File: config.mk
export PLATFORM = sky130hd
export DESIGN_NAME = eight_channel_servo_pulse_gen
export DESIGN_NICKNAME = d
export VERILOG_FILES = /design/src/rtl/core/espg_pkg.sv /design/src/rtl/core/espg_lane.sv /design/src/rtl/core/eight_channel_servo_pulse_gen.sv
export SDC_FILE = /design/constraint.sdc
export NUM_CORES = 1
export LEC_CHECK = 0
export ABC_AREA = 1
export BUFFER_PORTS_ARGS = -buffer_cell sky130_fd_sc_hd__clkbuf_2
export CORE_MARGIN = 5
export CORE_UTILIZATION = 35
export DETAILED_ROUTE_END_ITERATION = 8
export GPL_TIMING_DRIVEN = 0
export HOLD_SLACK_MARGIN = 0.12
export SLEW_MARGIN = 20
export SYNTH_ARGS = -nofsm -noshare
export SYNTH_HDL_FRONTEND = slang
export SYNTH_SLANG_ARGS = --single-unit
File: constraint.sdc
create_clock -name clk -period 10 [get_ports clk]
set_input_delay 0.5 -clock clk [delete_from_list [all_inputs] [get_ports clk]]
set_output_delay 0.5 -clock clk [all_outputs]
set_load 0.02 [all_outputs]
File: src/rtl/core/espg_pkg.sv
`default_nettype none
package espg_pkg;

  localparam int NUM_CHANNELS_DEF = 8;
  localparam int WIDTH_BITS_DEF   = 12;

  localparam int REG_BITS = 12;

  localparam logic [REG_BITS-1:0] MAX_WIDTH_RESET = 12'd1700;
  localparam logic [REG_BITS-1:0] MIN_WIDTH_RESET = 12'd40;
  localparam logic [REG_BITS-1:0] STEP_RESET      = 12'd100;
  localparam logic [REG_BITS-1:0] SLOT_LEN_RESET  = 12'd2500;

  // per-channel width after reset, in microseconds
  localparam int PULSE_WIDTH_RESET = 820;

  // 'A': first adjust letter
  localparam logic [7:0] FIRST_CMD = 8'd65;

  typedef enum logic [1:0] {
    REG_MAX_WIDTH = 2'd0,
    REG_MIN_WIDTH = 2'd1,
    REG_STEP      = 2'd2,
    REG_SLOT_LEN  = 2'd3
  } reg_idx_t;

  typedef struct packed {
    logic [REG_BITS-1:0] max_width;
    logic [REG_BITS-1:0] min_width;
    logic [REG_BITS-1:0] step;
  } limits_t;

endpackage
`default_nettype wire

File: src/rtl/core/espg_lane.sv
`default_nettype none
// One channel's width register with its saturating adjust.
module espg_lane #(
  parameter int WIDTH_BITS = espg_pkg::WIDTH_BITS_DEF
) (
  input  wire logic                  clk,
  input  wire logic                  rst,
  input  wire logic                  upd,
  input  wire logic                  dec,
  input  wire espg_pkg::limits_t     limits,
  output logic      [WIDTH_BITS-1:0] width_next
);

  localparam int SUM_BITS =
      ((WIDTH_BITS > espg_pkg::REG_BITS) ? WIDTH_BITS : espg_pkg::REG_BITS) + 1;

  logic [WIDTH_BITS-1:0] width;
  logic [SUM_BITS-1:0]   w_ext;
  logic [SUM_BITS-1:0]   step_ext;
  logic [SUM_BITS-1:0]   max_ext;
  logic [SUM_BITS-1:0]   min_ext;
  logic [SUM_BITS-1:0]   sum;
  logic [SUM_BITS-1:0]   diff;
  logic [SUM_BITS-1:0]   adj;

  always_comb begin
    w_ext    = SUM_BITS'(width);
    step_ext = SUM_BITS'(limits.step);
    max_ext  = SUM_BITS'(limits.max_width);
    min_ext  = SUM_BITS'(limits.min_width);
    sum      = w_ext + step_ext;
    diff     = w_ext - step_ext;
    if (!dec) begin
      adj = (sum > max_ext) ? max_ext : sum;
    end else if (step_ext > w_ext || diff < min_ext) begin
      adj = min_ext;
    end else begin
      adj = diff;
    end
    width_next = upd ? WIDTH_BITS'(adj) : width;
  end

  always_ff @(posedge clk) begin
    if (rst) begin
      width <= WIDTH_BITS'(espg_pkg::PULSE_WIDTH_RESET);
    end else begin
      width <= width_next;
    end
  end

endmodule
`default_nettype wire

File: src/rtl/core/eight_channel_servo_pulse_gen.sv
`default_nettype none
// Servo pulse generator: up to NUM_CHANNELS channel widths in microseconds.
// Input channel (in_valid/in_ready): func=1 is a one-microsecond tick that
// advances the slot counter; func=0 carries a command letter. 'A'+2c raises
// channel c by step_us (saturating at max), 'A'+2c+1 lowers it (saturating
// at min); other bytes change nothing. Every item gives exactly one result
// on the output channel (out_valid/out_ready): pin levels, active slot,
// hit flag and the addressed or active channel's width.
// An accepted item passes the input register, then the result register,
// before out_valid. Throughput: one item per cycle while the receiver
// does not stall; width update and slot counter sit in the second stage.
// A stalled receiver holds the result register; the input register takes
// one more item, then in_ready drops until out_ready returns.
// Config writes (cfg_we/cfg_index/cfg_data) take effect on the next edge.
// Synchronous reset: all widths 820, slot 0, counter 0, registers to their
// defaults (max 1700, min 40, step 100, slot length 2500), pipeline empty.
module eight_channel_servo_pulse_gen #(
  parameter int NUM_CHANNELS = espg_pkg::NUM_CHANNELS_DEF,
  parameter int WIDTH_BITS   = espg_pkg::WIDTH_BITS_DEF
) (
  input  wire logic        clk,
  input  wire logic        rst,
  input  wire logic        in_valid,
  output logic             in_ready,
  input  wire logic        func,
  input  wire logic [7:0]  command_byte,
  output logic             out_valid,
  input  wire logic        out_ready,
  output logic      [7:0]  pin_levels,
  output logic      [2:0]  active_slot,
  output logic             command_hit,
  output logic      [11:0] channel_width_us,
  input  wire logic        cfg_we,
  input  wire logic [1:0]  cfg_index,
  input  wire logic [11:0] cfg_data
);

  localparam int SB = (NUM_CHANNELS > 1) ? $clog2(NUM_CHANNELS) : 1;
  localparam int RB = espg_pkg::REG_BITS;

  // config registers
  logic [RB-1:0] max_width;
  logic [RB-1:0] min_width;
  logic [RB-1:0] step;
  logic [RB-1:0] slot_len;
  espg_pkg::limits_t limits;

  // slot timing state
  logic [SB-1:0] slot_index;
  logic [SB-1:0] slot_index_next;
  logic [RB-1:0] slot_elapsed;
  logic [RB-1:0] slot_elapsed_next;

  // input register
  logic       s1_valid;
  logic       s1_func;
  logic [7:0] s1_byte;

  logic stall;
  logic fire;

  logic       hit;
  logic [7:0] off;
  logic [6:0] ch;

  logic [WIDTH_BITS-1:0] width_next [NUM_CHANNELS];
  logic [WIDTH_BITS-1:0] width_sel;
  logic [7:0]            pins_next;

  logic [RB-1:0] len;
  logic [RB:0]   elapsed_inc;

  assign limits.max_width = max_width;
  assign limits.min_width = min_width;
  assign limits.step      = step;

  assign stall    = out_valid && !out_ready;
  assign fire     = s1_valid && !stall;
  assign in_ready = !s1_valid || !stall;

  always_ff @(posedge clk) begin
    if (rst) begin
      max_width <= espg_pkg::MAX_WIDTH_RESET;
      min_width <= espg_pkg::MIN_WIDTH_RESET;
      step      <= espg_pkg::STEP_RESET;
      slot_len  <= espg_pkg::SLOT_LEN_RESET;
    end else if (cfg_we) begin
      case (espg_pkg::reg_idx_t'(cfg_index))
        espg_pkg::REG_MAX_WIDTH: max_width <= cfg_data;
        espg_pkg::REG_MIN_WIDTH: min_width <= cfg_data;
        espg_pkg::REG_STEP:      step      <= cfg_data;
        espg_pkg::REG_SLOT_LEN:  slot_len  <= cfg_data;
        default: ;
      endcase
    end
  end

  always_ff @(posedge clk) begin
    if (rst) begin
      s1_valid <= 1'b0;
    end else if (in_ready) begin
      s1_valid <= in_valid;
    end
    if (in_ready && in_valid) begin
      s1_func <= func;
      s1_byte <= command_byte;
    end
  end

  // command decode
  always_comb begin
    off = s1_byte - espg_pkg::FIRST_CMD;
    ch  = off[7:1];
    hit = !s1_func && (s1_byte >= espg_pkg::FIRST_CMD) &&
          ({1'b0, s1_byte} < (9'(espg_pkg::FIRST_CMD) + 9'(2 * NUM_CHANNELS)));
  end

  // slot counter; a slot length of zero behaves as one
  always_comb begin
    len = (slot_len == '0) ? RB'(1) : slot_len;
    elapsed_inc = {1'b0, slot_elapsed} + (RB+1)'(1);
    slot_index_next   = slot_index;
    slot_elapsed_next = slot_elapsed;
    if (fire && s1_func) begin
      if (elapsed_inc >= {1'b0, len}) begin
        slot_elapsed_next = '0;
        slot_index_next   = (slot_index == SB'(NUM_CHANNELS - 1)) ? '0 : slot_index + SB'(1);
      end else begin
        slot_elapsed_next = elapsed_inc[RB-1:0];
      end
    end
  end

  always_ff @(posedge clk) begin
    if (rst) begin
      slot_index   <= '0;
      slot_elapsed <= '0;
    end else begin
      slot_index   <= slot_index_next;
      slot_elapsed <= slot_elapsed_next;
    end
  end

  for (genvar i = 0; i < NUM_CHANNELS; i++) begin : g_lane
    espg_lane #(
      .WIDTH_BITS(WIDTH_BITS)
    ) u_lane (
      .clk       (clk),
      .rst       (rst),
      .upd       (fire && hit && (ch == 7'(i))),
      .dec       (off[0]),
      .limits    (limits),
      .width_next(width_next[i])
    );
  end

  for (genvar i = 0; i < 8; i++) begin : g_pin
    if (i < NUM_CHANNELS) begin : g_on
      assign pins_next[i] = (slot_index_next == SB'(i)) &&
                            (32'(slot_elapsed_next) < 32'(width_next[i]));
    end else begin : g_off
      assign pins_next[i] = 1'b0;
    end
  end

  // one-hot select of the reported width: addressed channel on a hit,
  // active channel on a tick, nothing on a miss
  always_comb begin
    width_sel = '0;
    for (int i = 0; i < NUM_CHANNELS; i++) begin
      if ((s1_func && slot_index_next == SB'(i)) || (hit && ch == 7'(i))) begin
        width_sel = width_sel | width_next[i];
      end
    end
  end

  always_ff @(posedge clk) begin
    if (rst) begin
      out_valid <= 1'b0;
    end else if (fire) begin
      out_valid <= 1'b1;
    end else if (out_ready) begin
      out_valid <= 1'b0;
    end
    if (fire) begin
      pin_levels       <= pins_next;
      active_slot      <= 3'(slot_index_next);
      command_hit      <= hit;
      channel_width_us <= 12'(width_sel);
    end
  end

endmodule
`default_nettype wire

# Word-level counts from Yosys, hierarchy flattened
# Index checks and enable logic that the tools add are counted.
word_totals:
  register_bits: 194
  in_bits: 28
classes:
  addsub: 19
  magnitude_cmp: 35
  n_eq_ne: 18
  n_mux: 48
  n_bitwise: 7
  n_reduce_logical: 69
ops:
  columns: ["cell", "count"]
  rows:
  - ["$mux 12", 43]
  - ["$add 12x12->13", 8]
  - ["$gt 13x12->1", 8]
  - ["$lt 13x12->1", 8]
  - ["$sub 12x12->13", 8]
  - ["$gt 12x12->1", 8]
  - ["$lt 12x12->1", 8]
  - ["$or 12x12->12", 7]
  - ["$logic_and 1x1->1", 39]
  - ["$eq 7x3->1 const B", 4]
  - ["$logic_or 1x1->1", 17]
  - ["$eq 3x3->1 const B", 5]
  - ["$eq 7x2->1 const B", 2]
  - ["$add 12x1->13 const B", 1]
  - ["$ge 13x12->1", 1]
  - ["$logic_not 12->1", 1]
  - ["$mux 3", 3]
  - ["$ge 8x7->1 const B", 1]
  - ["$lt 8x7->1 const B", 1]
  - ["$reduce_and 2->1", 4]
  - ["$sub 8x7->8 const B", 1]
  - ["$eq 7x1->1 const B", 1]
  - ["$logic_not 7->1", 1]
  - ["$eq 3x2->1 const B", 2]
  - ["9 further kinds", 14]

# Longest topological paths before layout
# Gate-level depths: netlist of the first run.
depth:
  depth_word: 24
  ltp_mapped: 34
  depth_no_buf: 34

# Cells and area by module
# Synthesis of the first run repeated with hierarchy kept, for this count alone.
hier_totals:
  cells_unflattened: 5257
  area_unflattened_um2: 31930.6
modules_own_cells:
  columns: ["module", "n_inst", "cells_each", "area_per_inst_um2", "seq_area_each_um2"]
  rows:
  - ["espg_lane (g_lane[2].u_lane ...)", 3, 521, 3029.2, 240.2]
  - ["eight_channel_servo_pulse_gen", 1, 1035, 7437.1, 2292.2]
  - ["espg_lane (g_lane[6].u_lane ...)", 2, 541, 3096.7, 240.2]
  - ["espg_lane (g_lane[0].u_lane ...)", 2, 516, 3057.9, 240.2]
  - ["espg_lane (g_lane[5].u_lane)", 1, 545, 3096.7, 240.2]

# Worst setup path before layout of the first run
# Ideal clock, no wire load.
synth_timing:
  path_kind: "reg2reg"
  start: "register step[1]"
  end: "register pin_levels[3], data pin"
  t_arrival_ns: 4.927
  path_slack_ns: 4.812
  path_stages_with_launch: 28
  path_cell_list: "dfxtp_1 inv_1 fa_1 nand3_1 nand2_1 nand2_1 nand3_1 a31oi_1 xor2_1 inv_1 ha_1 a21o_1 a21oi_1 nand4_1 nand3_1 inv_2 buf_4 o211ai_1 nand2_1 o21ai_1 inv_1 ha_1 nand2_1 inv_1 nand2_1 a31o_2 o2111ai_1 a21oi_1"
synth_between:
  elab_chain_cells: 8
  elab_cells_between_ends: 12
  cone_classes: "add/sub (2); order compare (4); mux (4); reduce/logical (2)"
synth_lines:
  columns: ["element", "line", "text"]
  rows:
  - ["from (decl)", "eight_channel_servo_pulse_gen.sv:44", "logic [RB-1:0] step;"]
  - ["from (signal assigned)", "eight_channel_servo_pulse_gen.sv:85", "step <= espg_pkg::STEP_RESET;"]
  - ["from (signal assigned)", "eight_channel_servo_pulse_gen.sv:91", "espg_pkg::REG_STEP: step <= cfg_data;"]
  - ["$sub 12x12->13", "espg_lane.sv:32", "diff = w_ext - step_ext;"]
  - ["$lt 13x12->1", "espg_lane.sv:35", "end else if (step_ext > w_ext || diff < min_ext) begin"]
  - ["$logic_or 1x1->1", "espg_lane.sv:35", null]
  - ["$mux 12", "espg_lane.sv:35", null]
  - ["$mux 12 *", "espg_lane.sv:33", "if (!dec) begin"]
  - ["$mux 12 *", "espg_lane.sv:40", "width_next = upd ? WIDTH_BITS'(adj) : width;"]
  - ["$lt 12x12->1 *", "eight_channel_servo_pulse_gen.sv:160", "(32'(slot_elapsed_next) < 32'(width_next[i]));"]
  - ["$logic_and 1x1->1 *", "eight_channel_servo_pulse_gen.sv:159", "assign pins_next[i] = (slot_index_next == SB'(i)) &&"]
  - ["named net pins_next[3]", "eight_channel_servo_pulse_gen.sv:68", "logic [7:0] pins_next;"]
  - ["to (signal assigned)", "eight_channel_servo_pulse_gen.sv:186", "pin_levels <= pins_next;"]
  - ["to (decl)", "eight_channel_servo_pulse_gen.sv:29", "output logic [7:0] pin_levels,"]
# Mark *: on every way through the listed nets, which the timed path passes. The rest lies on a longest branch.
# A chain may end at the register's enable or synchronous reset.

# Final worst setup path of the first run
layout_timing:
  start: "register step[4]"
  end: "register pin_levels[3], data pin"
# Same word-level chain as after synthesis.

==> reports/results.ini, run 1 <==
[run_status]
status=complete, no violations

[synth]
netlist_instances=4246
yosysMostFrequentCell=nand2_1
yosys_register_bits=194
ys_types=60
yosysWarningCount=0
synth_common_cells=nand2_1 (1103), inv_1 (529), ha_1 (481)
syn_avg_cell_area_um2=6.44
ys_async_sr_fraction_pct=0
yosysSeqAreaShare_pct=15.4
synth-edff-count=33
syn_area_mm2=0.0274
synth_top_area_share_pct=22.0
synth_ff_type=dfxtp_1
synthTopCellsByArea=ha_1 (22%), nand2_1 (15%), dfxtp_1 (12%)
syn-num-nets=4771
synth_top_area_cell=ha_1

[cells_and_area]
register_area_mm2=0.00422
num-fill-cells=8458
multi_input_area_mm2=0.0203
drive_gt1_share_pct=6.86
syn_to_final_growth_pct=8.27
fin_nets=4844

[sta]
worst_pin_slew_ns=1.36
min_period_ns=7.57
final.setup_skew_ns=0.0182
max_slew_margin_pct=9.20
grt_setup_unrepaired=no
hold_violations=0
setup_tns_ns=0
fmax_ghz=0.132
finalMaxSlewViolations=0
min_period_over_period_pct=75.7
setup_slack_ns=2.43
holdWs_ns=0.190
setup_viol=0

[setup_path]
worst_ep_required_time_ns=10.27
cp.arrival_ns=7.84
cp_max_fo=10
startpoint_type=flop
critical_path_class=flop to flop
crit_top_cell=inv_1
cp_slowest_cell=dfxtp_1
setup.worst_path.end_class=flop
slowest_delay_ns=1.14

[hold_path]
min_path_type=input port to flop

[clocking]
path_clk_slew_ns=0.08
cts_resized=0
clock-sinks=194
ctsHoldBuffers=0
cts_buffer_depth=2
cts_tree=built
cts_buffers=17
postCtsSetupBuffers=0
clk_latency_ns=0.49
htreeDepth=4
cts_root_buf=clkbuf_16

[drt]
dr_total_vias=30000
ant_nets=0
post_drt_wl_per_cell_um=23.9
dr.pass1.iters=8
wirelength_mm=128
drtIter0Drc=3846
drc_errors=0
post_drt_via_cell_ratio=5.58

[pwr]
p_leak_nw=15.4
cellPowerDensity_mw_per_mm2=96.6
ir_drop_mv=0.103

[placed_design]
dp_slack_ns=2.80
dpl.hpwl_mm=95.6
gp_congestion=1.02
port_buffers=52

[flow_run]
timing.max_cap.violations=0

[floorplanning]
ioPinCount=54
die_w_um=290
die_h_um=290
core_mm2=0.0775
rows=102
dieArea_mm2=0.0839
initial_core_util_pct=35.3

[global_route]
grt_use_total_pct=29.6
antenna_found_initial=3
grt_pass1_vias=27200
grt_max_degree=26
grt_first_pass_wirelength_mm=182
grt_overflow_total=0

==> through the flow <==
step                power (mW)  cell area (um2)  cells  util (%)
floorplan                 1.69            27400   4246         -
global placement          2.06            28900   5338      37.3
detailed placement        2.07            29000   5340      37.4
CTS                       2.81            29600   5372      38.2
global route              3.01            29600   5372      38.2
finish                    2.86            29600   5374      38.2
==> cell usage in the layout, fill, tap and decap left out, types with 10 or more instances in the layout <==
cell type,count
o21bai_1,33
a31oi_1,20
xor2_1,151
a21boi_0,11
o21a_1,15
nand2_2,12
ha_1,481
inv_1,519
fa_1,16
o211ai_1,105
nor3_1,37
nor2_1,333
nand4_1,45
dfxtp_1,153
a21oi_1,344
buf_2,66
buf_4,14
inv_2,40
clkbuf_2,58
edfxtp_1,33
o21ai_0,175
nand3_1,301
a21o_1,11
o21ai_1,40
clkbuf_1,42
nand2_1,1103
clkbuf_16,17
xnor2_1,10
==> flip-flops by register name, indices dropped and copies added, names as in the netlist <==
register and cells:
min_width 12, max_width 12, s1_func 1, command_hit 1
slot_index 3, slot_elapsed 12, channel_width_us 12, pin_levels 8
slot_len 12, s1_valid 1, g_lane.u_lane.width 96, step 12
out_valid 1, s1_byte 8, active_slot 3
==> final timing paths <==
path | to | depth (start not counted) | startpoint | slack (ns)
worst min register to register | slot_len[0] | 2 | slot_len[0] | 0.47
worst max-delay path | pin_levels[3] | 28 | step[4] | 2.43
worst max register to register | pin_levels[3] | 28 | step[4] | 2.43
worst min-delay path | s1_byte[1] | 1 | command_byte[1] | 0.19
==> routing by layer <==
metal	vias up	part of all wire [%]	GRT usage [%]
met5	-	0.010	0
met4	2	6.6	15.0
met3	364	12	7.74
met2	1699	40	44.4
met1	13700	41	39.3
li1	14200	-	-
==> power breakdown <==
group	total, mW	switching, mW	internal, mW
registers	0.858	0.0472	0.810
clock network	0.750	0.409	0.341
logic	1.25	0.864	0.389
total	2.86	1.32	1.54
==> final cells by class <==
cell class	count	area share, %
diodes	2	0.0169
multi-input cells	3345	68.5
inverters	568	7.21
clock buffers	17	1.44
well taps	1040	4.39
plain buffers	139	2.45
repair buffers	54	1.06
clock inverters	15	0.629
flip-flops and latches	194	14.3
==> cells by family after synthesis <==
group / Yosys count / share of synthesized area [%]
buffers and inverters: 707 / 10.4
multiplexers: 2 / 0.0732
AND/OR/NAND/NOR: 1898 / 29.2
XOR/XNOR: 161 / 5.15
adder cells (fa/ha/maj): 497 / 23.2
flip-flops: 194 / 15.4
AO/OA/AOI/OAI: 787 / 16.6
==> worst max-delay path: cells and delay by family, from the launching register on <==
kind | cells | cell delay (ns)
flops | 1 | 1.14
buf+inv | 8 | 1.83
compound gates | 8 | 1.90
xor+xnor | 1 | 0.36
simple gates | 8 | 0.97
fa+ha+maj | 3 | 1.15
Power figures use the tool's default switching activity.
==> run 2, diff against run 1 <==
==> constraint.sdc (replaced) <==
create_clock -name clk -period 7.4 [get_ports clk]
set_input_delay 0.37 -clock clk [delete_from_list [all_inputs] [get_ports clk]]
set_output_delay 0.37 -clock clk [all_outputs]
set_load 0.02 [all_outputs]
==> reports/results.ini, run 2 (synthesis results as in run 1) <==
[sta]
finalMaxSlewViolations=0
min_period_ns=7.00
hold_violations=0
holdWs_ns=0.149
final.setup_skew_ns=0.0170
max_slew_margin_pct=11.3
worst_pin_slew_ns=1.33
grt_setup_unrepaired=no
min_period_over_period_pct=94.6
setup_slack_ns=0.398
setup_viol=0
fmax_ghz=0.143

[clocking]
clk_latency_ns=0.49
cts_buffers=17
clock-sinks=194
htreeDepth=4
path_clk_slew_ns=0.09
cts_buffer_depth=2
cts_tree=built
cts_root_buf=clkbuf_16

[pwr]
ir_drop_mv=0.143
pwr-share-comb_pct=43.8
cellPowerDensity_mw_per_mm2=130
switching_share_pct=46.1
pwr-share-seq_pct=29.9
power_frac_clock_pct=26.2
p_leak_nw=15.4
power_mw=3.87
p_sw_mw=1.79
intPower_mw=2.09

[cells_and_area]
fin_nets=4857
register_area_mm2=0.00423
syn_to_final_growth_pct=8.75
num-fill-cells=8446
layout_commonest_cell=nand2_1
drive_gt1_share_pct=7.04
largest_reg_flops=96
multi_input_area_mm2=0.0203
largest-register=g_lane.u_lane.width
layout_common_cells=nand2_1 (1103), inv_1 (517), ha_1 (481)
fin_area_mm2=0.0297

[placed_design]
gp_congestion=1.02
port_buffers=52
dpl.hpwl_mm=95.6
placed_area_mm2=0.0290
dp_slack_ns=0.202

[setup_path]
cp_slowest_cell=dfxtp_2
startpoint_type=flop
slowest_delay_ns=0.77
cp.arrival_ns=7.27
critical_path_class=flop to flop
cp_max_fo=10
rr_startpoint=step[4]
cpLargestDelayFamily=compound AO/OA/AOI/OAI gates
worstSetupStartpoint=step[4]
critPathBufInv=8
setup.worst_path.end_class=flop
crit_top_cell=inv_1
worst_ep_required_time_ns=7.67

[floorplanning]
die_h_um=290
dieArea_mm2=0.0839
die_w_um=290
rows=102
initial_core_util_pct=35.3
ioPinCount=54
core_mm2=0.0775

[drt]
ant_nets=0
drtIter0Drc=3722
post_drt_wl_per_cell_um=23.8
post_drt_via_cell_ratio=5.57
dr_total_vias=30000
wirelength_mm=128
dr.pass1.iters=7
drc_errors=0

[flow_run]
timing.max_cap.violations=0

[global_route]
grt_max_degree=26
grt_overflow_total=0
antenna_found_initial=3
grt_use_total_pct=29.6
grt_first_pass_wirelength_mm=182
grt_pass1_vias=27200

[hold_path]
min_path_type=input port to flop
hp-start=in_valid

[run_status]
status=complete, no violations

[run 2: through the flow]
step	utilization (%)	instances	setup TNS (ns)
floorplan	-	4246	0
global placement	37.3	5338	-1.99
detailed placement	37.4	5340	0
CTS	38.3	5381	0
global route	38.4	5385	0
finish	38.4	5387	0
[run 2: worst reg2reg max path: cells and delay by family, from the launching register on]
family,cells,cell delay (ns)
AO/OA/AOI/OAI,8,1.90
XOR/XNOR,1,0.37
adder cells (fa/ha/maj),3,1.12
buffers and inverters,8,1.66
flip-flops,1,0.77
AND/OR/NAND/NOR,8,0.98
[run 2: path summary, 6_finish.rpt]
kind / to / slack, ns / depth (start not counted)
setup / recovery: pin_levels[3] / 0.40 / 28
hold / removal: s1_valid / 0.15 / 3
setup reg to reg: pin_levels[3] / 0.40 / 28
hold reg to reg: slot_len[0] / 0.47 / 2
[run 2: layout make-up]
class	instances	area share [%]
clock inverter	15	0.627
clock buffer	17	1.43
sequential	194	14.2
inverter	568	7.20
timing repair buffer	67	1.46
multi-input combinational	3345	68.2
buffer	139	2.44
tap	1040	4.37
antenna	2	0.0168
[run 2: what timing repair did]
item	4_1_cts	5_1_grt
hold endpoints to repair	9	0
hold buffers	9	0
endpoints found under the setup margin	0	5
resized for setup	0	5
setup buffers	0	4
[run 2: power groups by stage]
stage               registers (mW)  logic [mW]  clock network [mW]
global route                  1.16        1.86                1.05
finish                        1.16        1.70                1.02
global placement              1.18        1.61                   0
CTS                           1.15        1.64                1.01
floorplan                     1.14        1.14                   0
detailed placement            1.18        1.63                   0
[run 2: routing by layer]
layer	vias to the layer above	track usage, %	routed length (um)
li1	14200	-	-
met1	13800	39.3	52800
met2	1710	44.5	52300
met3	322	7.73	15200
met4	2	15.0	7880
met5	-	0	31
